$ cat src/hw/rtl/tpt_pkg.sv
`default_nettype none

package tpt_pkg;

  // Fixed field widths of the channels
  localparam int VA_W       = 26;
  localparam int PA_W       = 24;
  localparam int CFG_IDX_W  = 4;
  localparam int CFG_DATA_W = 9;

  // Defaults for the top-level parameters
  localparam int DEF_MAX_PAGE_BITS   = 10;
  localparam int DEF_MAX_FRAMES      = 256;
  localparam int DEF_TLB_DEPTH       = 16;
  localparam int DEF_MAX_OFFSET_BITS = 16;

  // Register indexes on the configuration channel
  localparam logic [CFG_IDX_W-1:0] CFG_OFFSET_BITS      = 4'd0;
  localparam logic [CFG_IDX_W-1:0] CFG_PAGE_NUMBER_BITS = 4'd1;
  localparam logic [CFG_IDX_W-1:0] CFG_FRAME_COUNT      = 4'd2;
  localparam logic [CFG_IDX_W-1:0] CFG_TLB_ENTRIES_USED = 4'd3;

  // Result status codes
  typedef enum logic [1:0] {
    STAT_OK       = 2'd0,
    STAT_RANGE    = 2'd1,
    STAT_NO_FRAME = 2'd2
  } status_t;

  // Clamped configuration as the datapath uses it
  typedef struct packed {
    logic [4:0] off_bits;
    logic [4:0] page_bits;
    logic [8:0] frame_count;
    logic [4:0] tlb_used;
  } cfg_t;

  // Commands from the controller to the datapath
  typedef struct packed {
    logic clear_step;
    logic capture;
    logic decode;
    logic lookup;
    logic resolve;
    logic emit;
  } dp_cmd_t;

  // Status from the datapath to the controller
  typedef struct packed {
    logic clear_last;
  } dp_stat_t;

endpackage

`default_nettype wire

$ cat src/hw/rtl/tpt_ctrl.sv
`default_nettype none

module tpt_ctrl import tpt_pkg::*; (
  input  wire logic clk,
  input  wire logic rst_n,
  input  wire logic in_valid,
  output logic      in_ready,
  output logic      out_valid,
  input  wire logic out_ready,
  input  dp_stat_t  stat,
  output dp_cmd_t   cmd
);

  typedef enum logic [5:0] {
    ST_CLEAR   = 6'b000001,
    ST_IDLE    = 6'b000010,
    ST_DECODE  = 6'b000100,
    ST_LOOKUP  = 6'b001000,
    ST_RESOLVE = 6'b010000,
    ST_FORM    = 6'b100000
  } state_t;

  state_t state_r, state_nxt;
  logic   out_valid_r, out_valid_nxt;
  logic   emit_ok;

  assign emit_ok   = !out_valid_r || out_ready;
  assign in_ready  = (state_r == ST_IDLE);
  assign out_valid = out_valid_r;

  // Run the clearing pass after reset, then sequence one translation through its steps
  always_comb begin
    state_nxt = state_r;
    cmd       = '0;
    unique case (state_r)
      ST_CLEAR: begin
        cmd.clear_step = 1'b1;
        if (stat.clear_last) state_nxt = ST_IDLE;
      end
      ST_IDLE: begin
        if (in_valid) begin
          cmd.capture = 1'b1;
          state_nxt   = ST_DECODE;
        end
      end
      ST_DECODE: begin
        cmd.decode = 1'b1;
        state_nxt  = ST_LOOKUP;
      end
      ST_LOOKUP: begin
        cmd.lookup = 1'b1;
        state_nxt  = ST_RESOLVE;
      end
      ST_RESOLVE: begin
        cmd.resolve = 1'b1;
        state_nxt   = ST_FORM;
      end
      ST_FORM: begin
        if (emit_ok) begin
          cmd.emit  = 1'b1;
          state_nxt = ST_IDLE;
        end
      end
      default: state_nxt = ST_CLEAR;
    endcase
  end

  // Hold the result until the sink takes the transfer
  always_comb begin
    if (cmd.emit)
      out_valid_nxt = 1'b1;
    else if (out_ready)
      out_valid_nxt = 1'b0;
    else
      out_valid_nxt = out_valid_r;
  end

  always_ff @(posedge clk) begin
    if (!rst_n) begin
      state_r     <= ST_CLEAR;
      out_valid_r <= 1'b0;
    end else begin
      state_r     <= state_nxt;
      out_valid_r <= out_valid_nxt;
    end
  end

endmodule

`default_nettype wire

$ cat config.mk
export PLATFORM = sky130hd
export DESIGN_NAME = tpt_ctrl
export DESIGN_NICKNAME = d
export VERILOG_FILES = /design/src/hw/rtl/tpt_pkg.sv /design/src/hw/rtl/tpt_ctrl.sv
export SDC_FILE = /design/constraint.sdc
export NUM_CORES = 1
export LEC_CHECK = 0
export BUFFER_PORTS_ARGS = -buffer_cell sky130_fd_sc_hd__buf_2
export CAP_MARGIN = 20
export CORE_AREA = 2 2 39 41
export DETAILED_ROUTE_END_ITERATION = 10
export DIE_AREA = 0 0 41 43
export SYNTH_ARGS = -nofsm -noshare
export SYNTH_HDL_FRONTEND = slang
export SYNTH_SLANG_ARGS = --single-unit
$ cat constraint.sdc
create_clock -name clk -period 1.7 [get_ports clk]
set_clock_uncertainty 0.1 [all_clocks]
set_input_delay 0.085 -clock clk [delete_from_list [all_inputs] [get_ports clk]]
set_output_delay 0.085 -clock clk [all_outputs]
set_load 0.02 [all_outputs]
==> Yosys cells after proc, flatten, opt, wreduce, memory -nomap -nowiden <==
Index checks and enable logic that the tools add are counted.
{ "totals": {"reg_bits": 7, "inputBits": 5, "out_inout_bits": 8, "wordCells": 29} }
{ "classes": {"eq_ne": 9, "mux": 14, "reduce_logical": 4} }
{ "ops": {"columns": ["op", "n"], "rows": [
  ["6-bit case mux with 6 select lines", 1],
  ["6-bit 2-to-1 mux", 3],
  ["1-bit 2-to-1 mux", 10],
  ["6-bit by 1-bit equality test with 1-bit output (second input constant)", 1],
  ["6-bit by 2-bit equality test with 1-bit output (second input constant)", 1],
  ["6-bit by 3-bit equality test with 1-bit output (second input constant)", 1],
  ["6-bit by 4-bit equality test with 1-bit output (second input constant)", 1],
  ["6-bit by 5-bit equality test with 1-bit output (second input constant)", 1],
  ["6-bit equality test (second input constant)", 1],
  ["2-bit != test (second input constant)", 3],
  ["3-bit AND reduction", 1],
  ["2-bit nonzero test", 1],
  ["1-bit logical NOT", 1],
  ["1-bit logical OR", 1]
]} }

==> Depth between registers and ports, before layout <==
{ "logic_depth": {"word_depth": 5, "depth_mapped": 5, "mapped_depth_nobuf": 3} }

==> Least setup slack after synthesis <==
Ideal clock, no wire load.
{ "synth_timing": {"path_type": "register to output", "start": "register state_r[5]", "end": "output port cmd[4] (netlist name)", "arrival_ns": 1.921, "required_time_ns": 1.515, "path_slack_ns": -0.406, "stages_incl_launch_ff": 5, "path_buffers": 1, "path_cell_list": "dfxtp_1 > or4_1 > clkbuf_2 > nor3b_1 > and2_1"} }
{ "synth_lines": {"columns": ["element", "line_no", "source"], "rows": [
  ["start, declared", "tpt_ctrl.sv:23", "state_t state_r, state_nxt;"],
  ["start signal, assigned", "tpt_ctrl.sv:83", "state_r <= state_nxt;"],
  ["end, declared", "tpt_ctrl.sv:11", "output dp_cmd_t cmd"]
]} }

==> run summary <==
Status - finished with violations
Failing checks - negative setup slack
#FFs+latches synth - 7
Pin count of the biggest net entering global routing - 8
Via/cell ratio - 5.11
Worst-path clk slew - 50 ps
DP HPWL - 780 um
Clock Power Share - 32.3%
Power Density - 688 nW/um^2
RSZ-0062 raised after global routing - true
Hold Crit Depth - 2
GRT Util Overall - 14.5%
Overflow after GRT - 0
Initial Utilization - 30.2%
Initial DRC Count - 3
Initial antenna violation count - 0
Die span in y - 43 um
Detailed Routing Iterations Pass 1 - 2
CTS buffer count - 3
H-tree depth - 1
CP top delay family - simple AND/OR/NAND/NOR gates
Worst Reg-to-Reg Cells - 5
Vias in the first global route - 408
Clock Path Buffers - 2
Placed Instances - 81
Pre-CTS setup slack - -28.7 ps
Final worst-path cycle share - 112%
Clk_lat worst skew - 240 ps
Total number of vias - 450
Switching Share - 27.2%
Combinational share of power - 27.4%
Seq pwr share - 40.4%
DRC violations left - 0
Int Pwr - 0.325 mW
Syn Std Cell Area - 418 um^2
Worst slew margin - 73.2%
Final setup viols - 4
NetSw - 0.122 mW
Crit. End Element - primary output
Core footprint - 1380 um^2
Critical path required time - 1510 ps
WP data arrival - 1720 ps
Clk root buf - clkbuf_4
Synth cell types - 28
Critical-path cell list - or4_4 > buf_6 > nor3b_4 > and2_1 > buf_4
Final Hold Fails - 0
Crit-path max cell delay - 540 ps
Slew Limit Fails - 0
Post-Syn Instances - 49
Setup CP Type - register to primary output
Min-delay worst type - input pin to register
Die area - 1760 um^2
Ys flop type - dfxtp_1
WP depth - 5
Rows - 14
Synth Net Count - 54
Area grow syn2layout - 55.4%
Max_cap viols - 0
Crit Path Max Fanout - 5
Final min period - 1910 ps
Port Buffers - 12
Post-synth ARST share - 0%
Element type at the critical path start - register
Synth Area per Inst - 8.53 um^2
Layout cells sized above 1 - 48.6%
TritonCTS clock tree - yes
First-pass GRT wire length - 1690 um
Register area share after synthesis - 33.5%
Leakage dissipation - 0.275 nW
WP buf/inv - 2
Post-synth EDFFs - 0
Die W - 41 um
Final WS setup - -206 ps
Post-Layout Cell Count - 88
Timing-limited maximum frequency - 525 MHz
Routed WL - 1090 um
Post-DRT Antenna Nets - 0
Worst-Margin Slew - 400 ps
Placer Congestion - 0.752
Ant. Diodes - 0
Nets - 78
IO Pins - 13
Clock Sinks - 7
Wirelength per Cell - 12.4 um
CP max-delay cell - or4_4
Pwr Total - 0.447 mW
Worst vdd ir - 0.317 mV
Synth warnings - 0
## final cells by class
| class | instances | area [um^2] |
|---|---|---|
| Sequential cell | 7 | 143 |
| Tap cell | 16 | 20.0 |
| Inverter | 1 | 3.75 |
| Timing Repair Buffer | 23 | 170 |
| Clock buffer | 4 | 26.3 |
| Fill cell | 142 | 734 |
| Multi-Input combinational cell | 37 | 287 |
## Yosys cell counts (2+ instances only)
cell type,n,area [um^2]
or4_1,2,15.0
a21oi_1,2,10.0
nor3b_1,3,22.5
nor4_1,2,12.5
nor2_1,5,18.8
and2_1,2,12.5
clkbuf_1,2,7.51
nor3_1,2,10.0
nand2_1,2,7.51
nor2b_1,3,18.8
dfxtp_1,7,140
## state kept, by name (all words and copies together) (netlist names)
register / count
out_valid: 1
state_r: 6
## worst paths after layout
path / from / to / slack [ps]
worst max-delay path: state_r[3]$_SDFFE_PN0P_ / cmd[4] / -210
worst min-delay path: in_valid / state_r[2]$_SDFFE_PN0P_ / 20
worst max register to register: state_r[3]$_SDFFE_PN0P_ / state_r[1]$_SDFFE_PN0P_ / -30
worst min register to register: state_r[1]$_SDFFE_PN0P_ / state_r[4]$_SDFFE_PN0P_ / 460
## stage by stage
stage,TNS (ps),hold WS (ps),area (um^2),util (%)
after CTS,-304,14.4,613,44.3
after detailed placement,-50.4,220,552,39.9
after global routing,-868,15.0,649,46.9
final,-471,22.8,649,46.9
after floorplan,-169,63.6,440,-
after global placement,0,221,552,39.9
## timing repair
item | 4_1_cts | 5_1_grt
hold endpoints to repair | 2 | 0
pin swaps | 1 | 3
gates resized for setup | 7 | 7
hold buffers | 1 | 0
buffers inserted | 0 | 2
endpoints found under the setup margin | 6 | 7
## power by group through the flow
stage / clock [mW] / sequential (mW) / combinational (mW)
floorplan: 0 / 0.176 / 0.0688
global placement: 0 / 0.182 / 0.0990
detailed placement: 0 / 0.182 / 0.0983
CTS: 0.152 / 0.180 / 0.102
global route: 0.162 / 0.181 / 0.133
finish: 0.144 / 0.180 / 0.122
## cells by family after synthesis
kind of cell | count (synthesis) | synth area share, %
and+or+nand+nor | 28 | 44.3
AOI/OAI and AO/OA | 9 | 16.5
DFF | 7 | 33.5
buffers and inverters | 5 | 5.69
## per-layer routing
layer | global-route usage, % | part of all wire (%)
met1 | 16.5 | 41
met4 | 12.0 | 1.7
met5 | 0 | 0
met2 | 23.4 | 56
met3 | 0 | 1.2
## cell usage in the layout, fill, tap and decap left out
cell type	n
a211oi_2	1
a21oi_1	2
and2_1	2
and2b_1	1
and4_1	1
buf_2	8
buf_4	10
buf_6	4
clkbuf_1	1
clkbuf_4	3
dfxtp_1	5
dfxtp_2	2
dlygate4sd3_1	1
inv_1	1
nand2_1	2
nand2b_1	1
nor2_1	4
nor2_4	1
nor2b_1	3
nor3_1	1
nor3_2	1
nor3b_1	2
nor3b_4	1
nor4_1	2
nor4bb_1	1
o21a_1	1
o21ai_0	1
o21ai_1	1
o221ai_1	1
o2bb2a_2	1
o311a_1	1
or4_1	1
or4_4	1
or4b_4	2
or4bb_1	1
(Power assumes the default switching activity.)
