<file path="src/hw/rtl/tpt_pkg.sv">
`default_nettype none

package tpt_pkg;

  // Fixed field widths of the channels
  localparam int VA_W       = 26;
  localparam int PA_W       = 24;
  localparam int CFG_IDX_W  = 4;
  localparam int CFG_DATA_W = 9;

  // Defaults for the top-level parameters
  localparam int DEF_MAX_PAGE_BITS   = 10;
  localparam int DEF_MAX_FRAMES      = 256;
  localparam int DEF_TLB_DEPTH       = 16;
  localparam int DEF_MAX_OFFSET_BITS = 16;

  // Register indexes on the configuration channel
  localparam logic [CFG_IDX_W-1:0] CFG_OFFSET_BITS      = 4'd0;
  localparam logic [CFG_IDX_W-1:0] CFG_PAGE_NUMBER_BITS = 4'd1;
  localparam logic [CFG_IDX_W-1:0] CFG_FRAME_COUNT      = 4'd2;
  localparam logic [CFG_IDX_W-1:0] CFG_TLB_ENTRIES_USED = 4'd3;

  // Result status codes
  typedef enum logic [1:0] {
    STAT_OK       = 2'd0,
    STAT_RANGE    = 2'd1,
    STAT_NO_FRAME = 2'd2
  } status_t;

  // Clamped configuration as the datapath uses it
  typedef struct packed {
    logic [4:0] off_bits;
    logic [4:0] page_bits;
    logic [8:0] frame_count;
    logic [4:0] tlb_used;
  } cfg_t;

  // Commands from the controller to the datapath
  typedef struct packed {
    logic clear_step;
    logic capture;
    logic decode;
    logic lookup;
    logic resolve;
    logic emit;
  } dp_cmd_t;

  // Status from the datapath to the controller
  typedef struct packed {
    logic clear_last;
  } dp_stat_t;

endpackage

`default_nettype wire

</file>
<file path="src/hw/rtl/tpt_cfg_regs.sv">
`default_nettype none

module tpt_cfg_regs import tpt_pkg::*; #(
  parameter int MAX_PAGE_BITS   = DEF_MAX_PAGE_BITS,
  parameter int TLB_DEPTH       = DEF_TLB_DEPTH,
  parameter int MAX_OFFSET_BITS = DEF_MAX_OFFSET_BITS
) (
  input  wire logic                  clk,
  input  wire logic                  rst_n,
  input  wire logic                  wr_en,
  input  wire logic [CFG_IDX_W-1:0]  wr_idx,
  input  wire logic [CFG_DATA_W-1:0] wr_data,
  output cfg_t                       cfg
);

  logic [4:0] off_bits_r;
  logic [3:0] page_bits_r;
  logic [8:0] frame_count_r;
  logic [4:0] tlb_used_r;

  // Store register writes, ignore unknown indexes
  always_ff @(posedge clk) begin
    if (!rst_n) begin
      off_bits_r    <= 5'd12;
      page_bits_r   <= 4'd10;
      frame_count_r <= 9'd256;
      tlb_used_r    <= 5'd16;
    end else if (wr_en) begin
      unique case (wr_idx)
        CFG_OFFSET_BITS:      off_bits_r    <= wr_data[4:0];
        CFG_PAGE_NUMBER_BITS: page_bits_r   <= wr_data[3:0];
        CFG_FRAME_COUNT:      frame_count_r <= wr_data[8:0];
        CFG_TLB_ENTRIES_USED: tlb_used_r    <= wr_data[4:0];
        default: ;
      endcase
    end
  end

  // Clamp the offset, page number and TLB entry registers to their usable ranges; the frame count passes through
  always_comb begin
    if (off_bits_r == 5'd0)
      cfg.off_bits = 5'd1;
    else if (int'(off_bits_r) > MAX_OFFSET_BITS)
      cfg.off_bits = 5'(MAX_OFFSET_BITS);
    else
      cfg.off_bits = off_bits_r;

    if (page_bits_r == 4'd0)
      cfg.page_bits = 5'd1;
    else if (int'(page_bits_r) > MAX_PAGE_BITS)
      cfg.page_bits = 5'(MAX_PAGE_BITS);
    else
      cfg.page_bits = {1'b0, page_bits_r};

    if (tlb_used_r == 5'd0)
      cfg.tlb_used = 5'd1;
    else if (int'(tlb_used_r) > TLB_DEPTH)
      cfg.tlb_used = 5'(TLB_DEPTH);
    else
      cfg.tlb_used = tlb_used_r;

    cfg.frame_count = frame_count_r;
  end

endmodule

`default_nettype wire

</file>
<file path="config.mk">
export PLATFORM = sky130hd
export DESIGN_NAME = tpt_cfg_regs
export DESIGN_NICKNAME = d
export VERILOG_FILES = /design/src/hw/rtl/tpt_pkg.sv /design/src/hw/rtl/tpt_cfg_regs.sv
export SDC_FILE = /design/constraint.sdc
export NUM_CORES = 1
export LEC_CHECK = 0
export ABC_AREA = 1
export BUFFER_PORTS_ARGS = -buffer_cell sky130_fd_sc_hd__clkbuf_2
export CORE_ASPECT_RATIO = 1.75
export CORE_MARGIN = 8
export CORE_UTILIZATION = 40
export CTS_CLUSTER_SIZE = 16
export DETAILED_ROUTE_END_ITERATION = 16
export PLACE_DENSITY = 0.68
export SLEW_MARGIN = 20
export SYNTH_ARGS = -nofsm -noshare
export SYNTH_HDL_FRONTEND = slang
export SYNTH_SLANG_ARGS = --single-unit
</file>
<file path="constraint.sdc">
create_clock -name clk -period 0.8 [get_ports clk]
set_input_delay 0.16 -clock clk [delete_from_list [all_inputs] [get_ports clk]]
set_output_delay 0.16 -clock clk [all_outputs]
set_load 0.03 [all_outputs]
</file>
### Word level (Yosys, flattened, before mapping)

Index checks and enable logic that the tools add are counted.

* input port bits: 16
* output and inout port bits: 24
* register bits after elaboration: 23
* word-level logic and storage cells: 24

* muxes and demuxes: 6
* reduce and logical (&&, ||, !) cells: 8
* eq/ne operators: 3
* $lt $le $gt $ge: 3

Operators with widths (count)
* 2-to-1 mux 5 bit: 4
* greater-than comparator 5 bit, second input constant: 2
* zero test 5 bit: 2
* == test 4 x 2 -> 1 bit, second input constant: 2
* zero test 4 bit: 2
* 2-to-1 mux 4 bit: 2
* AND reduction 2 bit: 4
* == test 4 x 1 -> 1 bit, second input constant: 1
* greater-than comparator 4 bit, second input constant: 1

### Logic depth before layout (Yosys ltp)

Gate-level depths: netlist of the first run.

* word-level depth: 3
* mapped depth: 6
* gate-level depth less buffers: 6

### Worst setup path before layout of the first run

No wires, ideal clock.

* path kind: reg2out
* from: reg tlb_used_r[3]
* to: out cfg[0] (netlist name)
* data arrival time: 1020 ps
* path buffers: 0
* stages on the path, launching flop included: 4
* setup slack: -380 ps
* data required time: 640 ps
* cell sequence: dfxtp_1 -> inv_1 -> nand4_1 -> a21oi_1

RTL lines
* start, declared: line tpt_cfg_regs.sv:19 `logic [4:0] tlb_used_r;`
* start signal, assigned: line tpt_cfg_regs.sv:33 `CFG_TLB_ENTRIES_USED: tlb_used_r <= wr_data[4:0];`
* end, declared: line tpt_cfg_regs.sv:13 `output cfg_t cfg`

==> results.sh, run 1 <==
export IMPL_buffer_ports_inserted=38
export IMPL_worstSetupPathType="reg2out"
export IMPL_initial_antenna_violation_count=0
export IMPL_finalCritPeriodShare=1.79
export IMPL_x_dimension_of_the_die_um=57.9
export IMPL_timing_final_ws_setup_ns=-0.631
export IMPL_cts_root_buffer_cell="sky130_fd_sc_hd__clkbuf_8"
export IMPL_drt_wl_total_um=3600
export IMPL_yosys_cell_count_top_type="sky130_fd_sc_hd__inv_1"
export IMPL_core_rows=26
export IMPL_number_of_global_route_vias_before_repair=1326
export IMPL_post_synth_num_cell_types=17
export IMPL_clk_latency_ns=0.26
export IMPL_crit_path_cell_trace="inv_1, nand4_1, a21oi_2, clkbuf_8"
export IMPL_start_kind="register"
export IMPL_synth_common_cells="sky130_fd_sc_hd__inv_1 (45), sky130_fd_sc_hd__nand2_1 (44), sky130_fd_sc_hd__nand4_1 (25), sky130_fd_sc_hd__nor2_1 (25), sky130_fd_sc_hd__dfxtp_1 (23)"
export IMPL_htree_levels=1
export IMPL_worstPathMaxFanout=3
export IMPL_fmax_ghz=0.699
export IMPL_async_set_or_reset_register_ratio_after_synthesis=0
export IMPL_syn_nets=212
export IMPL_min_path_type="in2reg"
export IMPL_avgSynthCellArea_sq_um=6.27
export IMPL_finalHoldViolCount=0
export IMPL_post_synth_inst_count=196
export IMPL_synthesis_yosys_warnings=0
export IMPL_cts_inserted_buffers=3
export IMPL_cts_hold_buf=0
export IMPL_vias_per_cell=4.93
export IMPL_outcome="finished, violations left"
export IMPL_timing_critical_path_required_ns=0.64
export IMPL_place_area_sq_um=1660
export IMPL_cts_tree="done"
export IMPL_critPathSlowestCell="sky130_fd_sc_hd__dfxtp_1"
export IMPL_net_total_in_the_final_layout=274
export IMPL_wl_per_cell_um=12.6
export IMPL_drt_first_pass_iters=4
export IMPL_detailedPlacementHpwl_um=2500
export IMPL_ir_worst_vdd_mv=1.07
export IMPL_grtUsageTotal=0.130
export IMPL_post_route_cell_area_sq_um=2110
export IMPL_cp_buffers_inverters=2
export IMPL_syn_cell_area_sq_um=1230
export IMPL_drive_above_1_share=0.486
export IMPL_worst_hold_slack_across_all_endpoints_ns=0.167
export IMPL_finalMaxSlewViolations=0
export IMPL_fillerInstances=222
export IMPL_worst_skew_ns=0
export IMPL_die_y_um=89.3
export IMPL_grt_overflow=0
export IMPL_timing_critical_path_max_delay_family="flip-flops"
export IMPL_crit_path_max_incr_delay_ns=0.32
export IMPL_remaining_drc_errors=0
export IMPL_clock_sinks=23
export IMPL_ios=40
export IMPL_final_util=0.720
export IMPL_design_die_area_sq_um=5170
export IMPL_drtAntennaViolNets=0
export IMPL_seq_area_frac_synth=0.375
export IMPL_detail_route_iter0_violations=30
export IMPL_synth_main_ff_cell="sky130_fd_sc_hd__dfxtp_1"
export IMPL_yosys_top_cell_by_area="sky130_fd_sc_hd__dfxtp_1"
export IMPL_synth_edf_count=0
export IMPL_period_minus_slack_ns=1.43
export IMPL_p_total_mw=2.43
export IMPL_area_delta_synth_final_pct=71.6
export IMPL_leading_post_synthesis_cells_by_cell_area="sky130_fd_sc_hd__dfxtp_1 (37%), sky130_fd_sc_hd__inv_1 (14%), sky130_fd_sc_hd__nand2_1 (13%), sky130_fd_sc_hd__nand4_1 (13%), sky130_fd_sc_hd__nor2_1 (7.6%)"
export IMPL_grt_start_max_net_pins=24
export IMPL_portion_of_synthesized_cell_area_occupied_by_the_leading_cell_type=0.375
export IMPL_routed_via_count=1405
export IMPL_violated_checks="setup timing"
export IMPL_max_clock_path_buffers=2
export IMPL_setup_viol=24
export IMPL_grt_first_pass_wirelength_um=5420
export IMPL_design_core_area_sq_um=2930
export IMPL_powerDensity_nw_per_um2=1150
export IMPL_grt_setup_unrepaired="yes"
export IMPL_antenna_diode_count=0
export IMPL_end_kind="output pin"
export IMPL_p_leak_nw=1.04
export IMPL_worst_endpoint_arrival_ns=1.27
export IMPL_clkSlewWorstSetupHoldPaths_ns=0.08
export IMPL_drv_cap=0
export IMPL_starting_density_of_the_core=0.420
export IMPL_gp_routability_congestion=0.839
export IMPL_synth_seq_cells=23
-- layout by cell type, fill, tap and decap left out, drive strengths merged --
master / instances
inv: 46
buf: 46
nand2: 44
nor2: 28
nand4: 25
clkbuf: 25
dfxtp: 23
nand3: 11
a21oi: 7
nor3: 1
conb: 1
-- metrics by stage --
stage / setup TNS [ns] / std cells / worst slack (ns)
final: -7.27 / 285 / -0.631
after global routing: -8.33 / 285 / -0.719
after CTS: -7.54 / 281 / -0.631
after detailed placement: -8.10 / 275 / -0.360
after global placement: -7.40 / 275 / -0.332
after floorplan: -2.41 / 196 / -0.337
-- worst register-to-register path, cell delays in order, from the launching register on --
cell	delay [ns]
sky130_fd_sc_hd__dfxtp_4	0.39
sky130_fd_sc_hd__buf_6	0.13
sky130_fd_sc_hd__buf_6	0.11
sky130_fd_sc_hd__buf_6	0.10
sky130_fd_sc_hd__nand2_2	0.06
sky130_fd_sc_hd__nand3_2	0.05
-- routing by layer --
layer  track usage  vias to the layer above  wire length (um)
li1              -                      725                 -
met1         0.123                      648              1370
met2         0.258                       28              2040
met3        0.0331                        4               156
met4        0.0471                        0                28
met5             0                        -                 0
-- final timing paths --
kind                                    start                       endpoint  slack [ns]  cells after the start
setup / recovery   off_bits_r[1]$_SDFFE_PN0P_                        cfg[20]       -0.63                      4
hold / removal                     wr_data[8]  frame_count_r[8]$_SDFFE_PN1P_        0.17                      3
setup reg to reg  page_bits_r[3]$_SDFFE_PN1P_    page_bits_r[3]$_SDFFE_PN1P_       -0.13                      5
hold reg to reg    off_bits_r[2]$_SDFFE_PN1P_     off_bits_r[2]$_SDFFE_PN1P_        0.47                      2
-- sequential cells by signal (all words and copies together) (netlist names) --
register       count
frame_count_r      9
off_bits_r         5
tlb_used_r         5
page_bits_r        4
-- cells by family (layout without fill, tap and decap cells) --
| kind of cell | Yosys count | in the layout | synth area share |
|---|---|---|---|
| and+or+nand+nor | 108 | 109 | 0.405 |
| other | 1 | 1 | 0.00305 |
| buffers and inverters | 57 | 117 | 0.188 |
| AOI/OAI and AO/OA | 7 | 7 | 0.0285 |
| DFF | 23 | 23 | 0.375 |
-- where the power goes --
part           switching (mW)  internal [mW]  total [mW]
Clock                   0.355          0.355       0.710
Sequential             0.0279           1.16        1.19
Combinational           0.298          0.237       0.535
Total                   0.681           1.75        2.43
-- final cells by class --
class / count / area (sq um) / area share
timing repair buffer: 67 / 677 / 0.321
sequential: 23 / 495 / 0.235
tap: 28 / 35.0 / 0.0166
clock buffer: 4 / 45.0 / 0.0214
multi-input combinational: 117 / 683 / 0.324
inverter: 46 / 173 / 0.0819
-- repair_timing --
item,in CTS,in global routing
setup endpoints to repair,23,43
pin swaps,9,11
setup buffers,2,5
gates resized for setup,74,38
cloned,0,1
(Power assumes the default switching activity.)
==> run 2, diff against run 1 <==
- PLACE_DENSITY: 0.68 -> 0.65
- SETUP_SLACK_MARGIN: not set -> 0.2
- clock period: 0.8 -> 1.7 ns (I/O delays scaled with it)
==> results.sh, run 2 (synthesis results as in run 1) <==
export IMPL_outcome="finished, final reports clean"
export IMPL_period_minus_slack_ns=1.52
export IMPL_finalMaxSlewViolations=0
export IMPL_drive_above_1_share=0.286
export IMPL_fillerInstances=329
export IMPL_antenna_diode_count=0
export IMPL_min_path_cells=3
export IMPL_combPwrFrac=0.160
export IMPL_mostFrequentLayoutCell="sky130_fd_sc_hd__nand2_1"
export IMPL_min_to="off_bits_r[2]$_SDFFE_PN1P_"
export IMPL_finalHoldViolCount=0
export IMPL_powerDensity_nw_per_um2=705
export IMPL_buffer_ports_inserted=38
export IMPL_ir_worst_vdd_mv=0.377
export IMPL_min_from="wr_data[2]"
export IMPL_timing_final_ws_setup_ns=0.181
export IMPL_fin_setup_tns_ns=0
export IMPL_grt_start_max_net_pins=24
export IMPL_cts_root_buffer_cell="sky130_fd_sc_hd__clkbuf_8"
export IMPL_dp_worst_setup_slack_ns=0.362
export IMPL_critPathSlowestCell="sky130_fd_sc_hd__dfxtp_1"
export IMPL_crit_path_cell_trace="inv_2, nand4_1, a21oi_1, buf_4"
export IMPL_reg2reg_setup_slack_ns=0.98
export IMPL_die_y_um=89.3
export IMPL_detail_route_iter0_violations=28
export IMPL_ios=40
export IMPL_timing_critical_path_required_ns=1.36
export IMPL_p_leak_nw=0.845
export IMPL_worst_skew_ns=0
export IMPL_fmax_ghz=0.658
export IMPL_start_kind="register"
export IMPL_htree_levels=1
export IMPL_design_core_area_sq_um=2930
export IMPL_net_total_in_the_final_layout=251
export IMPL_power_share_clock=0.321
export IMPL_core_rows=26
export IMPL_switchingPower_mw=0.306
export IMPL_min_path_type="in2reg"
export IMPL_worstSetupPathType="reg2out"
export IMPL_drt_wl_total_um=2980
export IMPL_drv_cap=0
export IMPL_switching_share=0.284
export IMPL_grt_setup_unrepaired="yes"
export IMPL_starting_density_of_the_core=0.420
export IMPL_detailedPlacementHpwl_um=2320
export IMPL_remaining_drc_errors=0
export IMPL_multi_input_area_sq_um=541
export IMPL_setup_viol=0
export IMPL_design_die_area_sq_um=5170
export IMPL_worstPathMaxFanout=4
export IMPL_crit_path_max_incr_delay_ns=0.32
export IMPL_x_dimension_of_the_die_um=57.9
export IMPL_cts_inserted_buffers=3
export IMPL_drtAntennaViolNets=0
export IMPL_worst_r2r_endpoint="off_bits_r[4]$_SDFFE_PN0P_"
export IMPL_worst_endpoint_arrival_ns=1.18
export IMPL_number_of_global_route_vias_before_repair=1221
export IMPL_r2r_worst_path_cells=4
export IMPL_end_kind="output pin"
export IMPL_intPower_mw=0.771
export IMPL_drt_first_pass_iters=4
export IMPL_wl_per_cell_um=11.4
export IMPL_gp_routability_congestion=0.828
export IMPL_grt_first_pass_wirelength_um=5160
export IMPL_initial_antenna_violation_count=0
export IMPL_routed_via_count=1266
export IMPL_cts_tree="done"
export IMPL_seq_power_share=0.519
export IMPL_max_clock_path_buffers=2
export IMPL_final_util=0.522
export IMPL_area_delta_synth_final_pct=24.3
export IMPL_largest_reg_flops=9
export IMPL_area_sequential_sq_um=467
export IMPL_clock_sinks=23
export IMPL_clkSlewWorstSetupHoldPaths_ns=0.08
export IMPL_finalCritPeriodShare=0.894
export IMPL_top_register="frame_count_r"
export IMPL_largest_registers="frame_count_r x9, off_bits_r x5, tlb_used_r x5"
export IMPL_grt_overflow=0
export IMPL_clk_latency_ns=0.27
export IMPL_regToRegStartpoint="off_bits_r[4]$_SDFFE_PN0P_"
export IMPL_vias_per_cell=4.83
export IMPL_mostFrequentLayoutCells="sky130_fd_sc_hd__nand2_1 (44), sky130_fd_sc_hd__inv_1 (37), sky130_fd_sc_hd__clkbuf_2 (30)"
export IMPL_grtUsageTotal=0.125
==> run 2: worst max-delay path: cells and delay by family (launching register included) <==
family / cells / cell delay [ns]
DFF: 1 / 0.32
buffers and inverters: 2 / 0.24
AOI/OAI and AO/OA: 1 / 0.19
and+or+nand+nor: 1 / 0.17
==> run 2: layout make-up <==
type / instances / share of cell area
Clock buffer: 3 / 0.0270
Clock inverter: 1 / 0.00328
Inverter: 46 / 0.113
Multi-Input combinational cell: 116 / 0.354
Sequential cell: 23 / 0.305
Tap cell: 28 / 0.0229
Timing Repair Buffer: 45 / 0.174
==> run 2: worst max path at each step <==
stage	startpoint	endpoint	slack (ns)	depth (start not counted)
after floorplan	tlb_used_r[3]$_SDFFE_PN0P_	cfg[0]	0.34	3
after global placement	wr_idx[3]	off_bits_r[0]$_SDFFE_PN0P_	0.38	6
after detailed placement	wr_idx[3]	off_bits_r[4]$_SDFFE_PN0P_	0.36	6
after CTS	tlb_used_r[3]$_SDFFE_PN0P_	cfg[2]	0.17	4
after global routing	tlb_used_r[2]$_SDFFE_PN0P_	cfg[1]	0.09	4
final	tlb_used_r[2]$_SDFFE_PN0P_	cfg[0]	0.18	4
==> run 2: what timing repair did <==
action,in CTS,in global routing
endpoints found under the setup margin,7,8
pin swaps,3,6
hold buffers,0,0
resized for setup,14,18
buffers inserted,3,1
==> run 2: per-layer routing <==
metal  track usage  wire length (um)
met1         0.126              1260
met2         0.228              1470
met3        0.0346               183
met4        0.0673                65
met5             0                 0
==> run 2: per-stage QoR <==
stage / instance area [sq um] / instances / hold slack, ns / total power [mW]
2_1_floorplan: 1230 / 196 / 0.429 / 0.686
3_3_place_gp: 1420 / 254 / 0.440 / 0.735
3_5_place_dp: 1420 / 254 / 0.447 / 0.736
4_1_cts: 1510 / 261 / 0.365 / 1.08
5_1_grt: 1530 / 262 / 0.358 / 1.13
6_report: 1530 / 262 / 0.361 / 1.08
==> run 2: power by group through the flow <==
stage                     clock network [mW]  logic (mW)  registers (mW)
final                                  0.346       0.172           0.558
after global routing                   0.376       0.192           0.560
after CTS                              0.352       0.171           0.558
after detailed placement                   0       0.166           0.570
after global placement                     0       0.165           0.570
after floorplan                            0       0.107           0.578
